## config.mk

```make
export PLATFORM = sky130hd
export DESIGN_NAME = dual_connection_table_match
export DESIGN_NICKNAME = d
export VERILOG_FILES = /design/src/rtl/dctm_pkg.sv /design/src/rtl/dual_connection_table_match.sv
export VERILOG_INCLUDE_DIRS = /design/src /design/src/rtl
export SDC_FILE = /design/constraint.sdc
export NUM_CORES = 2
export LEC_CHECK = 0
export BUFFER_PORTS_ARGS = -buffer_cell sky130_fd_sc_hd__buf_2
export CORE_MARGIN = 1.5
export CORE_UTILIZATION = 25
export DETAILED_ROUTE_END_ITERATION = 10
export PLACE_DENSITY = 0.47
export SLEW_MARGIN = 20
export SYNTH_ARGS = -nofsm -noshare
export SYNTH_HDL_FRONTEND = slang
export SYNTH_SLANG_ARGS = --single-unit
```

## constraint.sdc

```tcl
create_clock -name clk -period 5.5 [get_ports clk]
set_input_delay 1.1 -clock clk [delete_from_list [all_inputs] [get_ports clk]]
set_output_delay 1.1 -clock clk [all_outputs]
set_load 0.005 [all_outputs]
```

## src/rtl/dual_connection_table_match_assert.svh

```systemverilog
// ----------------------------------------------------------------------------
// Assertion macros for the dual connection table
// Short forms for clocked, reset-qualified implication checks.
// ----------------------------------------------------------------------------
`ifndef DUAL_CONNECTION_TABLE_MATCH_ASSERT_SVH
`define DUAL_CONNECTION_TABLE_MATCH_ASSERT_SVH

// The consequent must hold in the same cycle as the antecedent.
`define DCTM_ASSERT_SAME(label, clk, rst, ante, cons, msg) \
  label: assert property (@(posedge clk) disable iff (rst) (ante) |-> (cons)) \
    else $error(msg);

// The consequent must hold in the cycle after the antecedent.
`define DCTM_ASSERT_NEXT(label, clk, rst, ante, cons, msg) \
  label: assert property (@(posedge clk) disable iff (rst) (ante) |=> (cons)) \
    else $error(msg);

`endif

```

## src/rtl/dctm_pkg.sv

```systemverilog
// ----------------------------------------------------------------------------
// dctm_pkg
// Word types, action codes and constants of the dual connection table.
// ----------------------------------------------------------------------------
package dctm_pkg;

  // Action codes of a request word.
  localparam logic [1:0] ACT_INSERT = 2'd0;
  localparam logic [1:0] ACT_LOOKUP = 2'd1;
  localparam logic [1:0] ACT_REMOVE = 2'd2;

  // A low byte of exactly this value asks for a free entry.
  localparam logic [7:0] FREE_MARK = 8'o200;
  localparam logic [7:0] LOW_BYTE  = 8'o377;

  // Bit of the host-link word that picks the write table.
  localparam int TABLE_BIT = 7;

  typedef struct packed {
    logic [1:0]  action;
    logic [15:0] host_link;
    logic [15:0] socket_ref;
    logic        entry_table;
    logic [4:0]  entry_slot;
    logic        entry_present;
  } req_t;

  typedef struct packed {
    logic       found;
    logic       hit_table;
    logic [4:0] hit_slot;
  } rsp_t;

  // One connection entry; a zero key marks it free.
  typedef struct packed {
    logic [15:0] key;
    logic [15:0] sock;
  } entry_t;

  // One memory row holds the same slot of both tables.
  typedef entry_t [1:0] row_t;

endpackage

```

## src/rtl/dual_connection_table_match.sv

```systemverilog
// ----------------------------------------------------------------------------
// dual_connection_table_match
// Read and write connection tables with insert, lookup and remove.
// ----------------------------------------------------------------------------
// A request word enters on req when req_valid is high and req_stall is low;
// each request gives exactly one response word on rsp, taken when rsp_valid
// is high and rsp_stall is low. The block works on one request at a time and
// holds req_stall high from acceptance until the response has been loaded
// into the output register.
// Insert and lookup scan the chosen table one slot per cycle through a
// single memory read port and one shared key and socket comparator. The scan
// stops at the first matching slot, or on a miss after the last slot, and the
// result goes through S_DONE into the output register. A remove of a slot in
// range reads and writes one row in S_RM_RD and S_RM_WR; any other remove and
// an unused action go straight to S_DONE. The next request is accepted in the
// cycle after the response is loaded, even while the receiver still stalls it.
// If the receiver stalls, a finished response waits in the output register
// and a following result waits in the sequencer until that register frees.
// Reset clears the per-slot valid flags at once, so every entry reads as
// free and zero; no clearing pass is needed.
// ----------------------------------------------------------------------------
module dual_connection_table_match #(
  parameter int TABLE_DEPTH = 32
) (
  input  logic          clk,
  input  logic          rst,
  input  logic          req_valid,
  output logic          req_stall,
  input  dctm_pkg::req_t req,
  output logic          rsp_valid,
  input  logic          rsp_stall,
  output dctm_pkg::rsp_t rsp
);
  import dctm_pkg::*;

  localparam int SW = (TABLE_DEPTH > 1) ? $clog2(TABLE_DEPTH) : 1;
  localparam int CW = SW + 1;

  localparam logic [2:0] S_IDLE  = 3'd0;
  localparam logic [2:0] S_SCAN  = 3'd1;
  localparam logic [2:0] S_RM_RD = 3'd2;
  localparam logic [2:0] S_RM_WR = 3'd3;
  localparam logic [2:0] S_DONE  = 3'd4;

  logic [2:0]          state;
  req_t                cur;
  logic [15:0]         skey;
  logic [15:0]         ssock;
  logic                stab;
  logic [CW-1:0]       rd_addr;
  logic                cmp_on;
  logic [SW-1:0]       cmp_addr;
  rsp_t                res;

  row_t                mem [TABLE_DEPTH];
  logic [TABLE_DEPTH-1:0] valid;
  row_t                rd_row;
  logic                rd_vld;

  logic                rd_en;
  logic [SW-1:0]       rd_idx;
  logic                mem_we;
  logic [SW-1:0]       wr_idx;
  row_t                wr_row;
  row_t                eff_row;
  entry_t              cur_ent;
  logic                match;
  logic                last;
  logic                more;
  logic                req_rm_ok;
  logic                out_free;
  logic                accept;

  assign accept    = req_valid && !req_stall;
  assign req_stall = (state != S_IDLE);
  assign out_free  = !rsp_valid || !rsp_stall;
  assign req_rm_ok = req.entry_present && (32'(req.entry_slot) < TABLE_DEPTH);

  // A row never written since reset reads as all zero.
  assign eff_row = rd_vld ? rd_row : '0;
  assign cur_ent = eff_row[stab];

  // Shared comparator: key always, socket only when a tag is given.
  assign match = (cur_ent.key == skey) && ((ssock == '0) || (cur_ent.sock == ssock));
  assign last  = (cmp_addr == SW'(TABLE_DEPTH - 1));
  assign more  = (rd_addr < CW'(TABLE_DEPTH));

  // Read port address and enable.
  always_comb begin
    rd_en  = 1'b0;
    rd_idx = rd_addr[SW-1:0];
    if (state == S_RM_RD) begin
      rd_en  = 1'b1;
      rd_idx = SW'(cur.entry_slot);
    end else if (state == S_SCAN) begin
      rd_en = more;
    end
  end

  // Write port: insert into the hit slot, or clear the key on remove.
  always_comb begin
    mem_we = 1'b0;
    wr_idx = cmp_addr;
    wr_row = eff_row;
    if (state == S_SCAN && cmp_on && match && cur.action == ACT_INSERT) begin
      mem_we            = 1'b1;
      wr_row[stab].key  = cur.host_link;
      wr_row[stab].sock = cur.socket_ref;
    end else if (state == S_RM_WR) begin
      mem_we                       = 1'b1;
      wr_idx                       = SW'(cur.entry_slot);
      wr_row[cur.entry_table].key  = '0;
    end
  end

  // Table memory with registered read.
  always_ff @(posedge clk) begin
    if (mem_we) begin
      mem[wr_idx] <= wr_row;
    end
    if (rd_en) begin
      rd_row <= mem[rd_idx];
      rd_vld <= valid[rd_idx];
    end
  end

  // Per-slot valid flags, cleared by reset.
  always_ff @(posedge clk) begin
    if (rst) begin
      valid <= '0;
    end else if (mem_we) begin
      valid[wr_idx] <= 1'b1;
    end
  end

  // Request latch; payload needs no reset.
  always_ff @(posedge clk) begin
    if (accept) begin
      cur  <= req;
      stab <= req.host_link[TABLE_BIT];
      if (req.action == ACT_LOOKUP) begin
        skey  <= ((req.host_link & {8'h00, LOW_BYTE}) == {8'h00, FREE_MARK}) ?
                 16'h0000 : req.host_link;
        ssock <= req.socket_ref;
      end else begin
        skey  <= '0;
        ssock <= '0;
      end
    end
  end

  // Sequencer.
  always_ff @(posedge clk) begin
    if (rst) begin
      state    <= S_IDLE;
      rd_addr  <= '0;
      cmp_on   <= 1'b0;
      cmp_addr <= '0;
      res      <= '0;
    end else begin
      case (state)
        S_IDLE: begin
          if (accept) begin
            rd_addr <= '0;
            cmp_on  <= 1'b0;
            case (req.action)
              ACT_INSERT, ACT_LOOKUP: begin
                state <= S_SCAN;
              end
              ACT_REMOVE: begin
                res.found     <= 1'b1;
                res.hit_table <= req.entry_table;
                res.hit_slot  <= req.entry_slot;
                state         <= req_rm_ok ? S_RM_RD : S_DONE;
              end
              default: begin
                res   <= '0;
                state <= S_DONE;
              end
            endcase
          end
        end
        S_SCAN: begin
          if (cmp_on && match) begin
            res.found     <= 1'b1;
            res.hit_table <= stab;
            res.hit_slot  <= 5'(cmp_addr);
            state         <= S_DONE;
          end else if (cmp_on && last) begin
            res.found     <= 1'b0;
            res.hit_table <= stab;
            res.hit_slot  <= '0;
            state         <= S_DONE;
          end else if (more) begin
            rd_addr  <= rd_addr + CW'(1);
            cmp_addr <= rd_addr[SW-1:0];
            cmp_on   <= 1'b1;
          end
        end
        S_RM_RD: begin
          state <= S_RM_WR;
        end
        S_RM_WR: begin
          state <= S_DONE;
        end
        S_DONE: begin
          if (out_free) begin
            state <= S_IDLE;
          end
        end
        default: begin
          state <= S_IDLE;
        end
      endcase
    end
  end

  // Output register.
  always_ff @(posedge clk) begin
    if (rst) begin
      rsp_valid <= 1'b0;
    end else if (state == S_DONE && out_free) begin
      rsp_valid <= 1'b1;
    end else if (!rsp_stall) begin
      rsp_valid <= 1'b0;
    end
  end

  always_ff @(posedge clk) begin
    if (state == S_DONE && out_free) begin
      rsp <= res;
    end
  end

`include "dual_connection_table_match_assert.svh"

  `DCTM_ASSERT_NEXT(a_busy_after_accept, clk, rst, accept, state != S_IDLE, "idle after accept")
  `DCTM_ASSERT_NEXT(a_done_loads, clk, rst, state == S_DONE && out_free, rsp_valid, "no word")
  `DCTM_ASSERT_SAME(a_scan_bound, clk, rst, state == S_SCAN, rd_addr <= CW'(TABLE_DEPTH), "scan overrun")
  `DCTM_ASSERT_SAME(a_miss_zero, clk, rst, rsp_valid && !rsp.found, rsp.hit_slot == 5'd0, "miss slot")

endmodule
```

== Word level (Yosys, flattened, before mapping) ==
Memories as Yosys holds them, arrays and structs flattened. A register that Yosys moved wholly into a read port is not among the register bits.
Cells that the tools add are included.

* Add/sub/neg operators: 1
* $mul: 0
* Div/mod/pow operators: 0
* Order comparisons: 8
* Equal/unequal tests: 18
* Shift-type cells: 0
* Muxes and demuxes: 51
* Bitwise logic cells: 4
* Reduce and logical (&&, ||, !) cells: 28

{| class="wikitable"
|+ Operator list
! operator !! number
|-
| 64-bit bitwise mux || 3
|-
| 64-bit 2-to-1 mux || 3
|-
| 32-bit 2-to-1 mux || 4
|-
| 32-bit demux with 1-bit select || 3
|-
| 16-bit equality test || 2
|-
| 32-bit OR || 1
|-
| 7-bit case mux with 2 select lines || 2
|-
| 6-bit 2-to-1 mux || 4
|-
| 7-bit 2-to-1 mux || 3
|-
| 16-bit zero test || 1
|-
| 16-bit 2-to-1 mux || 1
|-
| 3-bit 2-to-1 mux || 5
|-
| 5-bit 2-to-1 mux || 3
|-
| 3-bit case mux with 5 select lines || 1
|-
| 1-bit 2-to-1 mux || 14
|-
| 5-bit by 6-bit less-than comparator with 1-bit output (second input constant) || 2
|-
| 2-bit inequality test (second input constant) || 6
|-
| 6-bit case mux with 2 select lines || 1
|-
| 1-bit logical AND || 11
|-
| 8-bit equality test (second input constant) || 1
|-
| 4-bit AND reduction || 2
|-
| 6-bit by 1-bit adder with 6-bit output (second input constant) || 1
|-
| 3-bit by 2-bit equality test with 1-bit output (second input constant) || 2
|-
| 6-bit less-than comparator (second input constant) || 1
|-
| other kinds (24) || 33
|}

* Register bits: 136
* Latch bits: 0
* Memory bits (writable): 2048
* Bits in read-only memories: 0
* Input port bits: 45
* Output and inout port bits: 9
* Memories kept: 1

{| class="wikitable"
|+ Memory list
! name !! words !! bits a word !! rd ports !! clocked after Yosys merged registers in !! wr ports !! RTL line !! source
|-
| mem || 32 || 64 || 1 || 1 || 1 || dual_connection_table_match.sv:55 || <nowiki>row_t mem [TABLE_DEPTH];</nowiki>
|}

== Logic depth before layout (Yosys ltp) ==
* Depth in word-level cells: 14
* Gate-level depth with buffers: 14
* Mapped depth without buffers: 8

== Worst setup path after synthesis ==
No wires, ideal clock.

* Path kind: register to register
* Start point: register, netlist name cur[30]
* End point: memory mem[0][48] (netlist bit), data pin
* Library setup time: 0.454 ns
* Arrival time: 4.185 ns
* Required time: 5.046 ns
* Slack: 0.861 ns
* Stages on the path, launching flop included: 10
* Path buffers: 1
* Period minus slack after synthesis: 4.639 ns
* Cells stage by stage: edfxtp_1 -> buf_6 -> mux2_4 -> and3_1 -> or4b_4 -> nor4_4 -> nand4b_1 -> nor4_2 -> mux2_4 -> o21ai_0

{| class="wikitable"
|+ RTL lines
! item !! RTL line
|-
| end: declaration || dual_connection_table_match.sv:55
|}

==> results.md <==
- Post-synth EDFFs: 2192
- Leakage: 0.0335 uW
- IO Count: 54
- DRT Wirelength: 262000 um
- DP HPWL: 148000 um
- Synth Warn #: 0
- # hold bufs at CTS: 0
- Final GP Congestion: 0.800
- CTS H-tree depth: 4
- RSZ-0062 raised after global routing: no
- Syn Nets: 4662
- Layout cell share with drive strength beyond 1: 24.0%
- CP Class: reg2reg
- Core region area: 349000 sq um
- Sequential area share after synthesis: 76.5%
- TritonCTS clock tree: yes
- Reg clk slew, reported paths: 0.06 ns
- Initial DRC Count: 4524
- Total setup buffers inserted after CTS: 0
- Final WS setup: 0.554 ns
- Max Slew Vio Count: 0
- Post-synthesis cell type count: 61
- Worst hold-check path type: reg2reg
- Peak Freq: 202 MHz
- Largest net degree at the start of global routing: 131
- Mapped Cells: 4616
- Clock Sink Count: 2247
- Synth async-reset ratio: 0%
- Post-route DRC: 0
- Fillers: 33829
- Top cells by count, synth: edfxtp_1 (2192), nand2_1 (692), mux4_2 (520), nand3_1 (336), clkbuf_1 (154)
- Skew-Pair Late Insertion Delay: 0.92 ns
- Final period util: 89.9%
- First-pass GRT wire length: 370000 um
- Worst clock skew: 0.0952 ns
- Final Util: 29.5%
- Post-cts sizing count: 0
- DRT antenna net count: 0
- Final hold slack: 0.440 ns
- Area leader, netlist: edfxtp_1
- Starting density of the core: 25.1%
- Fin crit period: 4.95 ns
- DIE HEIGHT: 595 um
- Top cells by area, synth: edfxtp_1 (75%), mux4_2 (13%), nand2_1 (3.0%)
- Longest Clk Path Bufs: 3
- Setup crit start kind: flip-flop
- Placed instance area: 95500 sq um
- Total iterations of the first detailed-routing run: 6
- Vias in the first global route: 46527
- Via-to-Cell Ratio: 4.68
- CP endpoint kind: flip-flop
- Grt ovf: 0
- Setup Slack @ Placement: 0.610 ns
- Worst slew margin: 28.0%
- Worst vdd ir: 318 uV
- DIE AREA: 354000 sq um
- Outcome: completed
- Worst Max-Slew Pin Slew: 1.07 ns
- NumNets Final: 4913
- CP required: 6.03 ns
- Pwr dens: 358 nW/um^2
- Clk root buf: clkbuf_16
- Total track usage: 14.6%
- Die Wd: 595 um
- Hold Violations, Final: 0
- Most numerous cell in the Yosys netlist: edfxtp_1
- Crit-path max FO: 34
- TNS Setup: 0 ns
- Area Growth Syn to Fin: 17.7%
- CP arrival: 5.47 ns
- CTS buffer count: 232
- Cell area after layout: 103000 sq um
- Max-Cap Viols: 0
- Vias: 45244
- Main flop type after synthesis: edfxtp_1
- Row Count: 217
- Avg WL per Cell: 27.0 um
- Avg Cell Area, Syn: 19.0 sq um
- Final setup vio count: 0
- Mapped cell area: 87500 sq um
- #FFs+latches synth: 2247
- Share of the synthesized area in the top cell type: 75.2%
- Number of port buffers: 53
- Antenna violations before repair: 19
-- area by class of cell --
class	instances	area, sq um	share of cell area [%]
diodes	6	15.0	0.0146
clock buffers	298	6120	5.95
clock inverters	137	1360	1.32
inverters	74	440	0.428
multi-input cells	2036	19500	19.0
flip-flops and latches	2247	66900	65.0
well taps	4599	5750	5.59
repair buffers	276	2870	2.78
-- layout by cell type (no fill, tap or decap), types with 35 or more instances in the layout --
cell       count
clkinv_1      59
buf_2         53
buf_12        72
nand2_1      692
mux4_2       520
clkinv_2      42
inv_1         41
and2_1        35
a21oi_1       62
clkbuf_1      60
nand3_1      336
buf_4        149
clkbuf_16    233
o21ai_0      109
edfxtp_1    2192
dfxtp_1       55
-- sequential cells by signal, summed over array words and instances, names as in the netlist --
name	count
valid	32
rsp	7
ssock	16
rd_addr	6
cmp_on	1
rd_vld	1
state	3
skey	16
cmp_addr	5
mem	2048
rd_row	64
cur	40
rsp_valid	1
res	7
-- critical path, stage by stage (launching register included) --
cell and delay [ns]:
edfxtp_1 0.55, buf_12 0.24, buf_12 0.16, mux2i_1 0.37, a21oi_1 0.14, or3_1 0.33, a32oi_1 0.49, nand4_4 0.36
nor4_4 0.59, o21ai_0 0.33, inv_6 0.58, buf_4 0.39
-- worst paths after layout --
check                           slack, ns    start  depth (start not counted)    endpoint
worst max-delay path                 0.55  cur[30]                         11  mem[30][4]
worst min-delay path                 0.44   res[2]                          0      rsp[2]
worst max register to register       0.55  cur[30]                         11  mem[30][4]
worst min register to register       0.44   res[2]                          0      rsp[2]
-- where the power goes --
part | total [uW] | internal [uW] | switching, uW
Clock | 15500 | 8680 | 6790
Sequential | 19200 | 19000 | 121
Combinational | 2190 | 832 | 1360
-- metrics by stage --
stage | cells | total power, uW
after floorplan | 4616 | 20800
after global placement | 9230 | 21700
after detailed placement | 9231 | 21800
after CTS | 9666 | 37200
after global routing | 9669 | 37900
final | 9673 | 36800
-- layer usage --
metal / vias to the layer above / track usage, % / routed length (um)
li1: 18965 / - / -
met2: 1406 / 23.9 / 126000
met1: 24534 / 20.2 / 116000
met3: 337 / 1.93 / 13300
met5: - / 0 / 11
met4: 2 / 4.06 / 6470
-- cell families (layout without fill, tap and decap cells) --
kind of cell	Yosys count	in the layout	share of synthesized area, %
AOI/OAI and AO/OA	271	271	1.79
xor gates and xnor gates	14	14	0.140
adders and majority gates	1	1	0.0143
buffers and inverters	333	785	1.56
DFF	2247	2247	76.5
muxes	567	567	13.9
other	0	6	0
and+or+nand+nor	1183	1183	6.10
No activity file was read; power rests on OpenSTA's default activity.
